<file path="config.mk">
export PLATFORM = sky130hd
export DESIGN_NAME = bkts_queue
export DESIGN_NICKNAME = d
export VERILOG_FILES = /design/src/sv/bkts_pkg.sv /design/src/sv/bkts_queue.sv
export SDC_FILE = /design/constraint.sdc
export NUM_CORES = 1
export LEC_CHECK = 0
export ABC_CLOCK_PERIOD_IN_PS = 5300
export BUFFER_PORTS_ARGS = -buffer_cell sky130_fd_sc_hd__buf_2
export CORE_UTILIZATION = 45
export DETAILED_ROUTE_END_ITERATION = 10
export PLACE_DENSITY = 0.71
export SYNTH_ARGS = -nofsm -noshare
export SYNTH_HDL_FRONTEND = slang
export SYNTH_SLANG_ARGS = --single-unit
</file>
<file path="constraint.sdc">
create_clock -name clk -period 5.3 [get_ports clk]
set_input_delay 0.53 -clock clk [delete_from_list [all_inputs] [get_ports clk]]
set_output_delay 0.53 -clock clk [all_outputs]
set_load 0.05 [all_outputs]
</file>
<file path="src/sv/bkts_pkg.sv">
package bkts_pkg;

  localparam int KIND_W   = 2;
  localparam int KEY_W    = 7;
  localparam int FLAG_W   = 8;
  localparam int BN_W     = 9;
  localparam int ST_W     = 2;
  localparam int ENTRY_W  = 3 * KEY_W + FLAG_W;

  localparam int DEF_MAX_ENTRIES  = 256;
  localparam int DEF_MAX_PATTERNS = 128;

  localparam int Q_DEPTH = 2;

  localparam logic [FLAG_W-1:0] SPACE_FLAG = 8'd32;

  localparam logic [KIND_W-1:0] KIND_CLEAR  = 2'd0;
  localparam logic [KIND_W-1:0] KIND_LOAD   = 2'd1;
  localparam logic [KIND_W-1:0] KIND_LOCATE = 2'd2;
  localparam logic [KIND_W-1:0] KIND_SCAN   = 2'd3;

  localparam logic [ST_W-1:0] ST_OK        = 2'd0;
  localparam logic [ST_W-1:0] ST_BAD_PAT   = 2'd1;
  localparam logic [ST_W-1:0] ST_ORDER     = 2'd2;
  localparam logic [ST_W-1:0] ST_FULL      = 2'd3;

  // One classified request as it travels from front to back.
  typedef struct packed {
    logic [KIND_W-1:0] kind;
    logic [KEY_W-1:0]  pattern;
    logic [KEY_W-1:0]  sub_pattern;
    logic [KEY_W-1:0]  priority_key;
    logic [FLAG_W-1:0] flag_key;
    logic              bad_pattern;
  } cmd_t;

endpackage

</file>
<file path="src/sv/bkts_queue.sv">
module bkts_queue (
  input  logic           clk,
  input  logic           rst,
  input  logic           push,
  input  bkts_pkg::cmd_t cmd_in,
  output logic           full,
  input  logic           pop,
  output bkts_pkg::cmd_t cmd_out,
  output logic           empty
);
  import bkts_pkg::*;

  localparam int PW = (Q_DEPTH > 1) ? $clog2(Q_DEPTH) : 1;
  localparam int CW = $clog2(Q_DEPTH + 1);

  cmd_t          slots [Q_DEPTH];
  logic [PW-1:0] wr_ptr;
  logic [PW-1:0] rd_ptr;
  logic [CW-1:0] fill;

  assign full    = (fill == CW'(Q_DEPTH));
  assign empty   = (fill == '0);
  assign cmd_out = slots[rd_ptr];

  always_ff @(posedge clk) begin
    if (push && !full) begin
      slots[wr_ptr] <= cmd_in;
    end
  end

  always_ff @(posedge clk) begin
    if (rst) begin
      wr_ptr <= '0;
      rd_ptr <= '0;
      fill   <= '0;
    end else begin
      if (push && !full) begin
        wr_ptr <= (wr_ptr == PW'(Q_DEPTH - 1)) ? '0 : wr_ptr + 1'b1;
      end
      if (pop && !empty) begin
        rd_ptr <= (rd_ptr == PW'(Q_DEPTH - 1)) ? '0 : rd_ptr + 1'b1;
      end
      fill <= fill + CW'(push && !full) - CW'(pop && !empty);
    end
  end

endmodule

</file>
### Yosys cells after proc, flatten, opt, wreduce, memory -nomap -nowiden

Memory sizes are Yosys's and may differ from the RTL's. A register that Yosys moved wholly into a read port is not among the register bits.
Index checks and enable logic that the tools add are counted.

| word-level totals | value |
|---|---|
| bits in registers | 4 |
| bits in writable memories | 64 |
| bits of input ports | 36 |
| output and inout port bits | 34 |
| memories kept | 1 |

Memory list:

| name | words | bits a word | rd ports | clocked after Yosys merged registers in | wr ports | line | RTL |
|---|---|---|---|---|---|---|---|
| slots | 2 | 32 | 1 | 1 | 1 | bkts_queue.sv:16 | `cmd_t slots [Q_DEPTH];` |

| cells by class | value |
|---|---|
| $add $sub $neg | 4 |
| equal/unequal tests | 1 |
| mux-type cells | 6 |
| reduce and logical (&&, ||, !) cells | 5 |

Operators by type and width:

| cell | number |
|---|---|
| $mux W1 | 6 |
| $add A1 B1 Y1 const B | 2 |
| $add A2 B1 Y2 | 1 |
| $eq A2 B2 Y1 const B | 1 |
| $logic_and A1 B1 Y1 | 2 |
| $logic_not A1 Y1 | 2 |
| $logic_not A2 Y1 | 1 |
| $sub A2 B1 Y2 | 1 |

### Logic depth before layout (Yosys ltp)

| logic depth | value |
|---|---|
| depth in word-level cells | 5 |
| depth in mapped cells | 8 |
| gate-level depth less buffers | 8 |

### Worst setup path after synthesis

No wires, ideal clock.

| timing path | value |
|---|---|
| path type | reg-to-reg |
| start point | reg fill[0] |
| end point | mem slots[0][0] (netlist name) (enable) |
| data arrival time | 1593 ps |
| data required time | 4913 ps |
| setup slack | 3320 ps |
| cell stages (with the launch flop) | 5 |
| path buffers | 0 |
| path through | dfxtp_1 > nand2b_2 > inv_2 > or3_1 > inv_1 |

| between the ends | value |
|---|---|
| word-level cells in the longest chain between the ends | 5 |

RTL lines:

| element | line | RTL |
|---|---|---|
| start, declared | bkts_queue.sv:19 | `logic [CW-1:0] fill;` |
| start signal, assigned | bkts_queue.sv:43 | `fill <= fill + CW'(push && !full) - CW'(pop && !empty);` |
| $eq A2 B2 Y1 | bkts_queue.sv:21 | `assign full = (fill == CW'(Q_DEPTH));` |
| named net full | bkts_queue.sv:6 | `output logic full,` |
| $logic_not A1 Y1 | bkts_queue.sv:26 | `if (push && !full) begin` |
| $logic_and A1 B1 Y1 | bkts_queue.sv:26 |  |
| $mux W1 | bkts_queue.sv:26 |  |
| $mux W1 (implied by the code) | bkts_queue.sv:27 | `slots[wr_ptr] <= cmd_in;` |
| end, declared | bkts_queue.sv:16 |  |

The timed path passes the listed nets, and every way through them passes these cells.

==> impl_results.md <==
* Status: finished, final reports clean
* Syn_nets at 165
* Worst-margin pin slew at around 760 ps
* Yosys top cell by area: edfxtp_1
* Normalized max-slew margin at 49.2%
* DR vias at 1,337
* Netlist cell types at 22
* Post-route ant nets at 0
* Gates resized, CTS repair at 0
* Max cap viols at 0
* Leak at around 0.0012 uW
* Initial core utilization at 46.5%
* Most frequent cell after synthesis: edfxtp_1
* Post-detailed-route DRC marker count at 0
* Crit Path Category: register to output port
* Vias/cell at 4.76
* Worst Skew at 4.89 ps
* DR WL/cell at 14.2 um
* Setup violators final at 0
* Area grow syn2layout at 22.5%
* Synth warn at 0
* EDFF count, synth at between 60 and 70
* # diodes at 0
* Drt pass-1 iters at 4
* Die Ht at 77.2 um
* CTS Hold Bufs at 0
* RSZ-0062 raised after global routing: no
* TritonCTS Buffers at 9
* Clk Latency, worst-skew pair at 320 ps
* Top-area cell type share of the netlist area at 75.6%
* Core Area at 5470 um2
* Endpoints failing hold at 0
* CTS sink cnt at 69
* VDD IR max at 0.000316 V
* Largest net degree at the start of global routing at 33
* Fin Setup TNS at 0 ps
* Rows at 27
* Top cells by area, synth: edfxtp_1, mux2_2, dfxtp_1
* Gate Count Post-Synth at 127
* Worst slack, placed at approximately 3000 ps
* Fmax at 388 MHz
* GR Overflow Total at 0
* Die width at 77.2 um
* Clock buffer depth at 2
* H-tree depth at 3
* PortBufs at 69
* First-pass GRT wire length at approximately 6.3 mm
* Worst EP required at 4770 ps
* Dpl hpwl at around 2.6 mm
* Startpoint types: register
* Fill cells at between 400 and 500
* Post-route setup slack at 2720 ps
* Main flop type after synthesis: edfxtp_1
* Critical path fanouts, max at 18
* Final critical-path share of the clock period at 48.7%
* CP Capture Type: output port
* Die Area at 5950 um2
* Number of global-route vias before repair at 1,326
* Iter 0 DRT Violations at 71
* Sequential share of the synthesized area at roughly four fifths
* PwrDens at 557 nW/um2
* Final #Nets at 243
* Initial antenna violation count at 0
* WL final at around 4 mm
* Syn Area/Cell at ~20 um2
* Worst-path clk slew at 70 ps
* Post-CTS setup buffer count at 0
* Layout cells sized above 1 at between 50% and 60%
* Post-synth top cells: edfxtp_1, mux2_2, dfxtp_1, nor2_1
* I/O pin count at 70
* HP Class: input port to register
* Post-layout min period at 2580 ps
* Gpl congestion at roughly 0.70
* Count of state elements after synthesis at 69
* Clk root buf: clkbuf_8
* CTS tree: built
* Post-synthesis async set-or-reset flop share at 0%
* GRT Resource Usage Total at between 10 and 15%
* Mapped Area at 2540 um2
* Worst path arrival time at 2050 ps
* Slew Limit Fails at 0
-- worst max-delay path, stage by stage, from the launching register on --
cell,delay [ps]
dfxtp_1,750
buf_4,380
mux2_2,380
buf_2,210
-- metal layers --
metal,routed length [um],global-route usage (%),vias to the layer above
met5,0,0,-
met4,34,6.79,0
met3,267,5.95,4
met2,1910,21.9,46
met1,1770,18.3,650
li1,-,-,637
-- state kept, by name, indices dropped and copies added (netlist names), named ones only --
signal and count:
fill 2, slots 64, rd_ptr 1, wr_ptr 1
-- cell families after synthesis --
family	synth area share (%)
AO/OA/AOI/OAI	0.689
XOR/XNOR	0.689
adder cells (fa/ha/maj)	0.984
buffers and inverters	1.62
flip-flops	79.5
multiplexers	14.2
AND/OR/NAND/NOR	2.31
-- metrics by stage --
stage | hold WS, ps | cells | cell area (um2) | power [uW] | util, %
finish | 393 | 281 | 3110 | 1730 | 56.9
global route | 367 | 281 | 3110 | 1810 | 56.9
CTS | 376 | 281 | 3110 | 1760 | 56.9
detailed placement | 502 | 266 | 2970 | 1420 | 54.2
global placement | 476 | 266 | 2970 | 1420 | 54.2
floorplan | 451 | 127 | 2540 | 1290 | -
-- area by class of cell --
cell class	count	area [um2]	share of cell area, %
multi-input combinational	50	479	15.4
sequential	69	2020	64.9
clock inverter	4	16.3	0.522
tap	72	90.1	2.89
timing repair buffer	71	360	11.6
inverter	4	15.0	0.482
clock buffer	11	131	4.22
-- path summary, 6_finish.rpt --
check	startpoint	to	slack [ps]	cells after the start
max reg2reg	fill[0]	slots[0][14]	3340	5
min reg2reg	wr_ptr	wr_ptr	510	2
min	cmd_in[8]	slots[0][8]	390	1
max	register	cmd_out[18]	2720	3
-- where the power goes --
| part | total, uW | switching (uW) | internal, uW |
|---|---|---|---|
| Combinational | 669 | 480 | 189 |
| Clock | 329 | 167 | 162 |
| Sequential | 737 | 40.7 | 696 |
| Total | 1730 | 687 | 1050 |
-- layout by cell type (no fill, tap or decap) --
cell and count:
buf_2 69, edfxtp_1 64, mux2_2 30, clkbuf_8 9
dfxtp_1 5, nor2_1 4, inv_1 3, clkinv_1 3
mux2_1 2, ha_1 2, clkbuf_1 2, buf_4 2
o21a_1 1, nand2b_2 1, inv_2 1, nand2_1 1
and3_2 1, or3_1 1, nor2b_1 1, xnor2_1 1
xor2_1 1, and2_1 1, nor3_1 1, o21ai_0 1
a21oi_1 1, clkinv_2 1
Note: power is estimated with default switching activity, not from simulation.
