### config.mk
export PLATFORM = sky130hd
export DESIGN_NAME = bkts_front
export DESIGN_NICKNAME = d
export VERILOG_FILES = /design/src/sv/bkts_pkg.sv /design/src/sv/bkts_front.sv
export SDC_FILE = /design/constraint.sdc
export NUM_CORES = 1
export LEC_CHECK = 0
export ABC_AREA = 1
export BUFFER_PORTS_ARGS = -buffer_cell sky130_fd_sc_hd__buf_2
export CELL_PAD_IN_SITES_DETAIL_PLACEMENT = 1
export CELL_PAD_IN_SITES_GLOBAL_PLACEMENT = 1
export CORE_ASPECT_RATIO = 0.8
export CORE_MARGIN = 2
export CORE_UTILIZATION = 11
export DETAILED_ROUTE_END_ITERATION = 10
export GPL_ROUTABILITY_DRIVEN = 0
export PLACE_DENSITY_LB_ADDON = 0.1
export SYNTH_ARGS = -nofsm -noshare
export SYNTH_HDL_FRONTEND = slang
export SYNTH_SLANG_ARGS = --single-unit
### constraint.sdc
create_clock -name vclk -period 0.95
set_input_delay 0.285 -clock vclk [all_inputs]
set_output_delay 0.285 -clock vclk [all_outputs]
set_load 0.01 [all_outputs]
### src/sv/bkts_pkg.sv
package bkts_pkg;

  localparam int KIND_W   = 2;
  localparam int KEY_W    = 7;
  localparam int FLAG_W   = 8;
  localparam int BN_W     = 9;
  localparam int ST_W     = 2;
  localparam int ENTRY_W  = 3 * KEY_W + FLAG_W;

  localparam int DEF_MAX_ENTRIES  = 256;
  localparam int DEF_MAX_PATTERNS = 128;

  localparam int Q_DEPTH = 2;

  localparam logic [FLAG_W-1:0] SPACE_FLAG = 8'd32;

  localparam logic [KIND_W-1:0] KIND_CLEAR  = 2'd0;
  localparam logic [KIND_W-1:0] KIND_LOAD   = 2'd1;
  localparam logic [KIND_W-1:0] KIND_LOCATE = 2'd2;
  localparam logic [KIND_W-1:0] KIND_SCAN   = 2'd3;

  localparam logic [ST_W-1:0] ST_OK        = 2'd0;
  localparam logic [ST_W-1:0] ST_BAD_PAT   = 2'd1;
  localparam logic [ST_W-1:0] ST_ORDER     = 2'd2;
  localparam logic [ST_W-1:0] ST_FULL      = 2'd3;

  // One classified request as it travels from front to back.
  typedef struct packed {
    logic [KIND_W-1:0] kind;
    logic [KEY_W-1:0]  pattern;
    logic [KEY_W-1:0]  sub_pattern;
    logic [KEY_W-1:0]  priority_key;
    logic [FLAG_W-1:0] flag_key;
    logic              bad_pattern;
  } cmd_t;

endpackage

### src/sv/bkts_front.sv
module bkts_front #(
  parameter int MAX_PATTERNS = bkts_pkg::DEF_MAX_PATTERNS
) (
  input  logic [bkts_pkg::KIND_W-1:0] kind,
  input  logic [bkts_pkg::KEY_W-1:0]  pattern,
  input  logic [bkts_pkg::KEY_W-1:0]  sub_pattern,
  input  logic [bkts_pkg::KEY_W-1:0]  priority_key,
  input  logic [bkts_pkg::FLAG_W-1:0] flag_key,
  output bkts_pkg::cmd_t              cmd
);
  import bkts_pkg::*;

  always_comb begin
    cmd.kind         = kind;
    cmd.pattern      = pattern;
    cmd.sub_pattern  = sub_pattern;
    cmd.priority_key = priority_key;
    // Store a space flag as zero on load; queries compare the raw byte.
    if (kind == KIND_LOAD && flag_key == SPACE_FLAG) begin
      cmd.flag_key = '0;
    end else begin
      cmd.flag_key = flag_key;
    end
    cmd.bad_pattern = (pattern == '0) || (32'(pattern) > MAX_PATTERNS);
  end

endmodule

======== Word-level counts from Yosys, hierarchy flattened ========
Index checks and enable logic that the tools add are counted.
storage, ports and cells
  flip-flop bits (word level) ............. 0
  input port bits ......................... 31
  output and inout bits ................... 32
  logic and storage cells ................. 5
cells by class
  eq/ne operators ......................... 2
  mux-type cells .......................... 1
  reduce and logical (&&, ||, !) cells .... 2
operator list
  operator            number
  $eq 8x6->1 const B  1
  $mux 8              1
  $logic_not 7->1     1
  $eq 2x1->1 const B  1
  $logic_and 1x1->1   1

======== Longest topological paths before layout ========
Gate-level depths: netlist of run 1.
  depth after elaboration ................. 3
  depth in mapped cells ................... 5
  gate-level depth less buffers ........... 5

======== Worst setup path before layout of run 1 ========
Ideal clock, no wire load.
  path type ............................... input port to output port
  from .................................... input port pattern[0] (netlist bit)
  to ...................................... output port cmd[0] (netlist bit)
  data arrival time ....................... 0.629 ns
  data required time ...................... 0.665 ns
  setup slack ............................. 0.036 ns
  stages on the path ...................... 2
  cells stage by stage .................... nor3_1 and3_1
RTL lines
  item             line             text
  start, declared  bkts_front.sv:5  input logic [bkts_pkg::KEY_W-1:0] pattern,
  end, declared    bkts_front.sv:9  output bkts_pkg::cmd_t cmd

==> flow_summary.rst, run 1 <==
.. list-table::
   :header-rows: 1

   * - Metric
     - Value
   * - Max transition margin
     - 92.0%
   * - Pin count of the biggest net entering global routing
     - 3
   * - Placement Cell Area
     - 285 µm²
   * - Smallest hold slack
     - 0.570 ns
   * - Die boundary width
     - 58.6 µm
   * - Largest stage delay, worst path
     - 0.16 ns
   * - Leak pwr
     - 0.203 nW
   * - Number of global-route vias before repair
     - 195
   * - Least-Margin Pin Slew
     - 0.120 ns
   * - Remaining global-route overflow
     - 0
   * - Quantity of I/O buffers inserted on ports
     - 35
   * - Worst ir drop on vdd
     - 0.0000812 V
   * - Cell area power density
     - 418 mW/mm²
   * - Area of the placeable core
     - 0.00221 mm²
   * - Net count after synthesis
     - 76
   * - Count of routing violations after the opening detailed-route iteration
     - 3
   * - DR vias/cell
     - 3.26
   * - Number of hold-slack violations in the final timing report
     - 0
   * - Int Pwr
     - 0.0889 mW
   * - Violated checks
     - design-rule violations, negative setup slack
   * - Sum of buffers and inverters on the critical path
     - 2
   * - Clock power share
     - 0%
   * - Number of sequential cells
     - 0
   * - Relative contribution of combinational cells to total power
     - 100.0%
   * - Main combinational cell family by area after synthesis
     - buffers and inverters
   * - Cell count after placement
     - 77
   * - Slowest cell on the critical path
     - and3_1
   * - DRC
     - 3
   * - Run status
     - finished with violations
   * - Overall die height
     - 47.7 µm
   * - Final count of negative-setup-slack endpoints
     - 2
   * - Total negative slack for setup checks
     - -0.283 ns
   * - Setup repair after global routing missed its margin
     - yes
   * - Tcrit/Tclk final
     - 115%
   * - Post-Syn Instances
     - 45
   * - Arrival time of the worst setup path
     - 0.81 ns
   * - Antenna violations before repair
     - 0
   * - Kind of cell with the highest combined delay on the critical path
     - simple AND/OR/NAND/NOR gates
   * - Register cell area after layout
     - 0 µm²
   * - Endpoint type of the worst setup path
     - output port
   * - Post-Synth Simple-Gate Area
     - 21.4%
   * - # nets final
     - 85
   * - Starting utilization of the core area
     - 11.9%
   * - Total number of vias
     - 251
   * - Yosys warning total
     - 0
   * - # diodes
     - 0
   * - Worst min path class
     - in -> out
   * - Layout clock buffer count
     - 0
   * - Area share of xor/xnor cells in the synthesized design
     - 0%
   * - Final core utilization
     - 17.0%
   * - Crit path max fanout
     - 2
   * - Number of buffers added for setup after CTS
     - 0
   * - Routed wire per std cell
     - 8.81 µm
   * - Place WS
     - -0.221 ns
   * - Filler-free cell count of the finished design
     - 77
   * - Count of unique library cells instantiated by Yosys
     - 9
   * - Die Outline Area
     - 0.00280 mm²
   * - Area added between synthesis and finish
     - 43.3%
   * - Post-synthesis average cell area
     - 5.84 µm²
   * - Synthesized-area fraction occupied by ao, oa, aoi and oai cells
     - 0%
   * - Final wirelength
     - 678 µm
   * - Mux cell area share after synthesis
     - 0%
   * - Cell-by-cell trace of the critical path
     - buf_6, nor3_2, and3_1, buf_2
   * - Startpoint Class
     - primary input
   * - First-pass GRT wire length
     - 876 µm
   * - Power share of the sequential group
     - 0%
   * - Area share of fa/ha/maj cells after synthesis
     - 0%
   * - Fraction of final layout cells sized beyond drive strength 1
     - 88.5%
   * - Largest area contributor in the synthesized netlist
     - buf_4
   * - DRT Pass-1 Iters
     - 7
   * - Maximum clock rate
     - 913 MHz
   * - Area share of the leading cell type in the synthesized netlist
     - 65.7%
   * - Sequential share of the synthesized area
     - 0%
   * - Summed instance area of the synthesized netlist
     - 263 µm²
   * - Required @ worst endpoint
     - 0.66 ns
   * - Kind of critical path
     - in -> out
   * - Remaining antenna violation count
     - 0
   * - Max-slew violation count
     - 0
   * - Number of maximum-capacitance constraint violations
     - 0
   * - Sw Ratio
     - 43.5%
   * - Final design area excluding fillers
     - 377 µm²
   * - Final Power
     - 0.157 mW
   * - Standard-cell rows
     - 15
   * - Sw Pwr
     - 0.0684 mW
   * - Global router's overall resource usage
     - 3.95%
   * - Cell types with the largest area share after synthesis
     - buf_4 (66%), nor2_1 (11%), clkbuf_1 (10%)
   * - Boundary Pins
     - 63
   * - Setup slack after layout
     - -0.146 ns
   * - Clock period minus final worst setup slack
     - 1.10 ns
[per-layer routing]
| layer | global-route usage [%] | vias to the layer above | routed length (µm) |
|---|---|---|---|
| met4 | 0.909 | 0 | 0 |
| met5 | 0 | - | 0 |
| li1 | - | 120 | - |
| met2 | 6.97 | 15 | 377 |
| met3 | 0.270 | 0 | 60 |
| met1 | 5.40 | 116 | 240 |
[synthesized netlist by cell type]
master,count
buf_4,23
nor2_1,8
clkbuf_1,7
inv_1,2
and3_1,1
nand2_1,1
nand3_1,1
nor2_2,1
nor3_1,1
[final timing paths]
kind / startpoint / endpoint / cells after the start
max: pattern[4] / cmd[0] / 4
min: priority_key[3] / cmd[12] / 0
[cell usage in the layout, fill, tap and decap left out]
cell,n
buf_6,9
nor3_2,1
buf_4,2
nand2_1,1
nand3_2,1
buf_2,26
and3_1,1
nor2_1,4
inv_2,2
nor2_4,3
nor2_2,2
[power by group through the flow]
stage	clock, mW	sequential (mW)	combinational (mW)
3_3_place_gp	0	0	0.123
5_1_grt	0	0	0.170
3_5_place_dp	0	0	0.120
4_1_cts	0	0	0.153
2_1_floorplan	0	0	0.131
6_report	0	0	0.157
[layout make-up]
class | count | area (µm²)
inverters | 2 | 7.51
fillers | 286 | 1840
well taps | 25 | 31.3
multi-input cells | 13 | 91.3
repair buffers | 37 | 246
[kinds of logic after synthesis]
kind of cell / after synthesis
buffers and inverters: 32
AND/OR/NAND/NOR: 13
[repair_timing]
item                       in CTS  in global routing
resized for setup              17                  3
setup endpoints to repair       2                  2
pin swaps                       4                  2
hold buffers                    0                  0
(Power assumes the default switching activity.)
==> run 2, diff against run 1 <==
--- a/config.mk
+++ b/config.mk
@@ -6,13 +6,13 @@
 export NUM_CORES = 1
 export LEC_CHECK = 0
 export ABC_AREA = 1
-export BUFFER_PORTS_ARGS = -buffer_cell sky130_fd_sc_hd__buf_2
+export CAP_MARGIN = 20
 export CELL_PAD_IN_SITES_DETAIL_PLACEMENT = 1
 export CELL_PAD_IN_SITES_GLOBAL_PLACEMENT = 1
-export CORE_ASPECT_RATIO = 0.8
-export CORE_MARGIN = 2
-export CORE_UTILIZATION = 11
+export CORE_AREA = 2 2 39 41
 export DETAILED_ROUTE_END_ITERATION = 10
+export DIE_AREA = 0 0 41 43
+export DONT_BUFFER_PORTS = 1
 export GPL_ROUTABILITY_DRIVEN = 0
 export PLACE_DENSITY_LB_ADDON = 0.1
 export SYNTH_ARGS = -nofsm -noshare
==> flow_summary.rst, run 2 (synthesis results as in run 1) <==
.. list-table::
   :header-rows: 1

   * - Metric
     - Value
   * - Least-Margin Pin Slew
     - 0.156 ns (was 0.120 ns)
   * - Number of sequential cells
     - 0 (unchanged)
   * - Relative contribution of combinational cells to total power
     - 100.0% (about the same)
   * - Count of routing violations after the opening detailed-route iteration
     - 0 (was 3)
   * - Die boundary width
     - 41 µm (was 58.6 µm)
   * - Critical path destination
     - cmd[0] (unchanged)
   * - Final design area excluding fillers
     - 136 µm² (was 377 µm²)
   * - Clock power share
     - 0% (about the same)
   * - Clock period minus final worst setup slack
     - 0.932 ns (was 1.10 ns)
   * - Crit path max fanout
     - 2 (unchanged)
   * - Number of hold-slack violations in the final timing report
     - 0 (unchanged)
   * - Highest-count cells in the layout ignoring fill and taps
     - nor2_1 (4), nor2_4 (3), inv_6 (2), nor2_2 (2) (was buf_2 (26), buf_6 (9), nor2_1 (4))
   * - Antenna violations before repair
     - 0 (unchanged)
   * - Standard-cell rows
     - 14 (was 15)
   * - Run status
     - finished, final reports clean (was finished with violations)
   * - Kind of cell with the highest combined delay on the critical path
     - simple AND/OR/NAND/NOR gates (unchanged)
   * - Worst ir drop on vdd
     - 0.0000369 V (was 0.0000812 V)
   * - Final core utilization
     - 9.86% (was 17.0%)
   * - Worst min path class
     - in -> out (unchanged)
   * - DRT Pass-1 Iters
     - 1 (was 7)
   * - Starting utilization of the core area
     - 19.0% (was 11.9%)
   * - Arrival time of the worst setup path
     - 0.65 ns (was 0.81 ns)
   * - DRC
     - 0 (was 3)
   * - Number of buffers added for setup after CTS
     - 0 (unchanged)
   * - Pin count of the biggest net entering global routing
     - 3 (unchanged)
   * - Register cell area after layout
     - 0 µm² (unchanged)
   * - Crit path depth
     - 2 (was 4)
   * - Startpoint Class
     - primary input (unchanged)
   * - Largest stage delay, worst path
     - 0.22 ns (was 0.16 ns)
   * - Total number of vias
     - 130 (was 251)
   * - Setup repair after global routing missed its margin
     - no (was yes)
   * - Overall die height
     - 43 µm (was 47.7 µm)
   * - Tcrit/Tclk final
     - 98.1% (was 115%)
   * - Remaining antenna violation count
     - 0 (unchanged)
   * - # nets final
     - 49 (was 85)
   * - Remaining global-route overflow
     - 0 (unchanged)
   * - Fraction of final layout cells sized beyond drive strength 1
     - 62.5% (was 88.5%)
   * - Max transition margin
     - 89.6% (was 92.0%)
   * - Quantity of I/O buffers inserted on ports
     - 0 (was 35)
   * - Global router's overall resource usage
     - 4.60% (was 3.95%)
   * - Kind of critical path
     - in -> out (unchanged)
   * - Leak pwr
     - 0.0411 nW (was 0.203 nW)
   * - Final count of negative-setup-slack endpoints
     - 0 (was 2)
   * - # diodes
     - 0 (unchanged)
   * - Int Pwr
     - 0.0169 mW (was 0.0889 mW)
   * - Sw Ratio
     - 44.2% (was 43.5%)
   * - First-pass GRT wire length
     - 634 µm (was 876 µm)
   * - Area added between synthesis and finish
     - -48.1% (was 43.3%)
   * - Sw Pwr
     - 0.0134 mW (was 0.0684 mW)
   * - Most common cell after layout, fill and taps aside
     - nor2_1 (was buf_2)
   * - Placement Cell Area
     - 91.3 µm² (was 285 µm²)
   * - Slowest cell on the critical path
     - and3_1 (unchanged)
   * - Maximum clock rate
     - 1070 MHz (was 913 MHz)
   * - DR vias/cell
     - 4.06 (was 3.26)
   * - Boundary Pins
     - 63 (unchanged)
   * - Final wirelength
     - 449 µm (was 678 µm)
   * - Routed wire per std cell
     - 14.0 µm (was 8.81 µm)
   * - Sum of buffers and inverters on the critical path
     - 0 (was 2)
   * - Area of the placeable core
     - 0.00138 mm² (was 0.00221 mm²)
   * - Number of global-route vias before repair
     - 153 (was 195)
   * - Launch point of the worst path
     - pattern[0] (was pattern[4])
   * - Power share of the sequential group
     - 0% (about the same)
   * - Max-slew violation count
     - 0 (unchanged)
   * - Endpoint type of the worst setup path
     - output port (unchanged)
   * - Layout clock buffer count
     - 0 (unchanged)
   * - Cell-by-cell trace of the critical path
     - nor3_2, and3_1 (was buf_6, nor3_2, and3_1, buf_2)
   * - Cell area power density
     - 222 mW/mm² (was 418 mW/mm²)
   * - Number of maximum-capacitance constraint violations
     - 0 (unchanged)
   * - Die Outline Area
     - 0.00176 mm² (was 0.00280 mm²)
   * - Required @ worst endpoint
     - 0.66 ns (about the same)
==> run 2: metrics by stage <==
| stage | total power [mW] | setup TNS, ns | worst slack, ns | hold WS (ns) | cells |
|---|---|---|---|---|---|
| 3_3_place_gp | 0.0184 | -0.0200 | -0.0108 | 0.570 | 32 |
| 6_report | 0.0303 | 0 | 0.0181 | 0.570 | 32 |
| 2_1_floorplan | 0.131 | 0 | 0.0357 | 0.662 | 45 |
| 4_1_cts | 0.0269 | 0 | 0.00233 | 0.570 | 32 |
| 3_5_place_dp | 0.0185 | -0.0317 | -0.0195 | 0.570 | 32 |
| 5_1_grt | 0.0332 | 0 | 0.00183 | 0.570 | 32 |
==> run 2: per-layer routing <==
| metal | vias up | track usage (%) | part of all wire, % | routed length [µm] |
|---|---|---|---|---|
| met2 | 23 | 7.81 | 55 | 249 |
| met5 | - | 0 | 0 | 0 |
| met3 | 2 | 4.19 | 20 | 91 |
| met4 | 0 | 0.667 | 1.8 | 8 |
| met1 | 57 | 3.80 | 22 | 100 |
| li1 | 48 | - | - | - |
==> run 2: worst min path at each step <==
stage	endpoint	slack (ns)	cells after the start	startpoint
3_5_place_dp	cmd[10]	0.57	0	priority_key[1]
4_1_cts	cmd[10]	0.57	0	priority_key[1]
6_report	cmd[21]	0.57	0	sub_pattern[5]
3_3_place_gp	cmd[10]	0.57	0	priority_key[1]
2_1_floorplan	cmd[10]	0.66	1	priority_key[1]
5_1_grt	cmd[23]	0.57	0	pattern[0]
==> run 2: power by group through the flow <==
stage | clock, mW | sequential, mW | combinational (mW)
after floorplan | 0 | 0 | 0.131
after global placement | 0 | 0 | 0.0184
after detailed placement | 0 | 0 | 0.0185
after CTS | 0 | 0 | 0.0269
after global routing | 0 | 0 | 0.0332
final | 0 | 0 | 0.0303
==> run 2: area by class of cell <==
cell class | count | area [µm²]
fill | 165 | 1250
inverter | 2 | 17.5
multi-input combinational | 13 | 91.3
tap | 16 | 20.0
timing repair buffer | 1 | 7.51
==> run 2: repair_timing <==
action	in CTS	in global routing
gates cloned	0	0
endpoints found under the setup margin	2	1
pin swaps	6	4
gates resized for setup	13	2
hold buffers	0	0
==> run 3, diff against run 2 <==
--- a/config.mk
+++ b/config.mk
@@ -5,14 +5,15 @@
 export SDC_FILE = /design/constraint.sdc
 export NUM_CORES = 1
 export LEC_CHECK = 0
-export ABC_AREA = 1
+export ABC_CLOCK_PERIOD_IN_PS = 950
+export BUFFER_PORTS_ARGS = -buffer_cell sky130_fd_sc_hd__buf_2
 export CAP_MARGIN = 20
 export CELL_PAD_IN_SITES_DETAIL_PLACEMENT = 1
 export CELL_PAD_IN_SITES_GLOBAL_PLACEMENT = 1
-export CORE_AREA = 2 2 39 41
+export CORE_ASPECT_RATIO = 0.8
+export CORE_MARGIN = 2
+export CORE_UTILIZATION = 11
 export DETAILED_ROUTE_END_ITERATION = 10
-export DIE_AREA = 0 0 41 43
-export DONT_BUFFER_PORTS = 1
 export GPL_ROUTABILITY_DRIVEN = 0
 export PLACE_DENSITY_LB_ADDON = 0.1
 export SYNTH_ARGS = -nofsm -noshare
==> flow_summary.rst, run 3 <==
.. list-table::
   :header-rows: 1

   * - Metric
     - Value
   * - Run status
     - finished with violations (was finished, final reports clean)
   * - Violated checks
     - negative setup slack
   * - Sum of buffers and inverters on the critical path
     - 2 (was 0)
   * - Cell with the most instances after synthesis
     - buf_4 (unchanged)
   * - Largest area contributor in the synthesized netlist
     - buf_4 (unchanged)
   * - Global router's overall resource usage
     - 5.36% (was 4.60%)
   * - Cell-by-cell trace of the critical path
     - buf_6, or4_1, o31a_1, buf_2 (was nor3_2, and3_1)
   * - Final Power
     - 0.122 mW (was 0.0303 mW)
   * - Antenna violations before repair
     - 0 (unchanged)
   * - Die boundary width
     - 56.8 µm (was 41 µm)
   * - Startpoint Class
     - primary input (unchanged)
   * - Pin count of the biggest net entering global routing
     - 3 (unchanged)
   * - Leak pwr
     - 0.162 nW (was 0.0411 nW)
   * - Mux cell area share after synthesis
     - 0% (unchanged)
   * - First-pass GRT wire length
     - 1100 µm (was 634 µm)
   * - Cell area power density
     - 414 mW/mm² (was 222 mW/mm²)
   * - Placement Cell Area
     - 260 µm² (was 91.3 µm²)
   * - Total negative slack for setup checks
     - -1.21 ns (was 0 ns)
   * - Crit path max fanout
     - 2 (unchanged)
   * - Final count of negative-setup-slack endpoints
     - 2 (was 0)
   * - Count of unique library cells instantiated by Yosys
     - 7 (was 9)
   * - Sequential share of the synthesized area
     - 0% (unchanged)
   * - DRC
     - 0 (unchanged)
   * - Boundary Pins
     - 63 (unchanged)
   * - Worst min path class
     - in -> out (unchanged)
   * - Synthesized-area fraction occupied by ao, oa, aoi and oai cells
     - 3.57% (was 0%)
   * - Fraction of final layout cells sized beyond drive strength 1
     - 92.7% (was 62.5%)
   * - Max transition margin
     - 86.5% (was 89.6%)
   * - Number of sequential cells
     - 0 (unchanged)
   * - Summed instance area of the synthesized netlist
     - 245 µm² (was 263 µm²)
   * - Number of buffers added for setup after CTS
     - 0 (unchanged)
   * - Least-Margin Pin Slew
     - 0.201 ns (was 0.156 ns)
   * - Maximum clock rate
     - 629 MHz (was 1070 MHz)
   * - Number of hold-slack violations in the final timing report
     - 0 (unchanged)
   * - Area share of xor/xnor cells in the synthesized design
     - 0% (unchanged)
   * - Commonest cells in the synthesized netlist
     - buf_4 (23), clkbuf_1 (6), or4_1 (2) (was buf_4 (23), nor2_1 (8), clkbuf_1 (7))
   * - DRT Pass-1 Iters
     - 1 (unchanged)
   * - Number of global-route vias before repair
     - 233 (was 153)
   * - Setup slack after layout
     - -0.640 ns (was 0.0181 ns)
   * - Remaining antenna violation count
     - 0 (unchanged)
   * - Net count after synthesis
     - 66 (was 76)
   * - Main combinational cell family by area after synthesis
     - buffers and inverters (unchanged)
   * - Die Outline Area
     - 0.00263 mm² (was 0.00176 mm²)
   * - Worst ir drop on vdd
     - 0.000111 V (was 0.0000369 V)
   * - Area share of the leading cell type in the synthesized netlist
     - 70.4% (was 65.7%)
   * - Register cell area after layout
     - 0 µm² (unchanged)
   * - Clock period minus final worst setup slack
     - 1.59 ns (was 0.932 ns)
   * - Standard-cell rows
     - 15 (was 14)
   * - Number of maximum-capacitance constraint violations
     - 0 (unchanged)
   * - Max-slew violation count
     - 0 (unchanged)
   * - Quantity of I/O buffers inserted on ports
     - 35 (was 0)
   * - Remaining global-route overflow
     - 0 (unchanged)
   * - Slowest cell on the critical path
     - or4_1 (was and3_1)
   * - Overall die height
     - 46.2 µm (was 43 µm)
   * - # diodes
     - 0 (unchanged)
   * - Final wirelength
     - 745 µm (was 449 µm)
   * - Smallest hold slack
     - 0.570 ns (about the same)
   * - Area of the placeable core
     - 0.00214 mm² (was 0.00138 mm²)
   * - Required @ worst endpoint
     - 0.66 ns (about the same)
   * - Area share of fa/ha/maj cells after synthesis
     - 0% (unchanged)
   * - Total number of vias
     - 220 (was 130)
   * - Starting utilization of the core area
     - 11.5% (was 19.0%)
   * - Routed wire per std cell
     - 11.3 µm (was 14.0 µm)
   * - Final design area excluding fillers
     - 294 µm² (was 136 µm²)
   * - Area added between synthesis and finish
     - 19.9% (was -48.1%)
   * - Final core utilization
     - 13.7% (was 9.86%)
   * - Post-Syn Instances
     - 35 (was 45)
   * - Kind of cell with the highest combined delay on the critical path
     - simple AND/OR/NAND/NOR gates (unchanged)
   * - Post-Synth Simple-Gate Area
     - 12.8% (was 21.4%)
   * - Cell types with the largest area share after synthesis
     - buf_4 (70%), clkbuf_1 (9.2%), or4_1 (6.1%) (was buf_4 (66%), nor2_1 (11%), clkbuf_1 (10%))
   * - Count of routing violations after the opening detailed-route iteration
     - 0 (unchanged)
   * - Hold buffers post-CTS
     - 0 (unchanged)
   * - Arrival time of the worst setup path
     - 1.30 ns (was 0.65 ns)
   * - Most common cell after layout, fill and taps aside
     - buf_2 (was nor2_1)
   * - Layout clock buffer count
     - 0 (unchanged)
   * - Endpoint type of the worst setup path
     - output port (unchanged)
   * - Setup repair after global routing missed its margin
     - yes (was no)
   * - # nets final
     - 74 (was 49)
   * - Post-synthesis average cell area
     - 7.01 µm² (was 5.84 µm²)
   * - Highest-count cells in the layout ignoring fill and taps
     - buf_2 (31), buf_6 (3), buf_4 (2) (was nor2_1 (4), nor2_4 (3), inv_6 (2), nor2_2 (2))
   * - FILL cells
     - 280 (was 165)
   * - Kind of critical path
     - in -> out (unchanged)
   * - Tcrit/Tclk final
     - 167% (was 98.1%)
   * - Largest stage delay, worst path
     - 0.51 ns (was 0.22 ns)
   * - DR vias/cell
     - 3.33 (was 4.06)
   * - Yosys warning total
     - 0 (unchanged)
## run 3: where the power goes
group / switching [mW] / internal, mW / leakage, nW
clock: 0 / 0 / 0
combinational: 0.0556 / 0.0661 / 0.162
sequential: 0 / 0 / 0
total: 0.0556 / 0.0661 / 0.162
## run 3: final timing paths
kind	start	to	slack, ns	cells past startpoint
max	flag_key[0]	cmd[6]	-0.64	4
min	priority_key[6]	cmd[15]	0.57	0
## run 3: cell families after synthesis
kind of cell	count (synthesis)
buffers and inverters	30
AOI/OAI and AO/OA	1
and+or+nand+nor	4
## run 3: final cells by class
type	instances	area (µm²)	area share (%)
timing repair buffer	36	204	69.4
tap	25	31.3	10.6
multi-input combinational	5	58.8	20.0
## run 3: repair_timing
action	in CTS	in global routing
gates resized for setup	4	3
setup endpoints to repair	2	3
pin swaps	3	0
## run 3: layer usage
layer | track usage [%] | share of wire, %
met1 | 4.11 | 25
met2 | 11.6 | 55
met3 | 1.40 | 12
met4 | 4.19 | 7.9
met5 | 0 | 0
## run 3: through the flow
| step | instances | worst slack [ns] |
|---|---|---|
| 6_report | 66 | -0.640 |
| 5_1_grt | 66 | -0.657 |
| 4_1_cts | 66 | -0.646 |
| 3_5_place_dp | 66 | -0.665 |
| 3_3_place_gp | 66 | -0.671 |
| 2_1_floorplan | 35 | -0.440 |
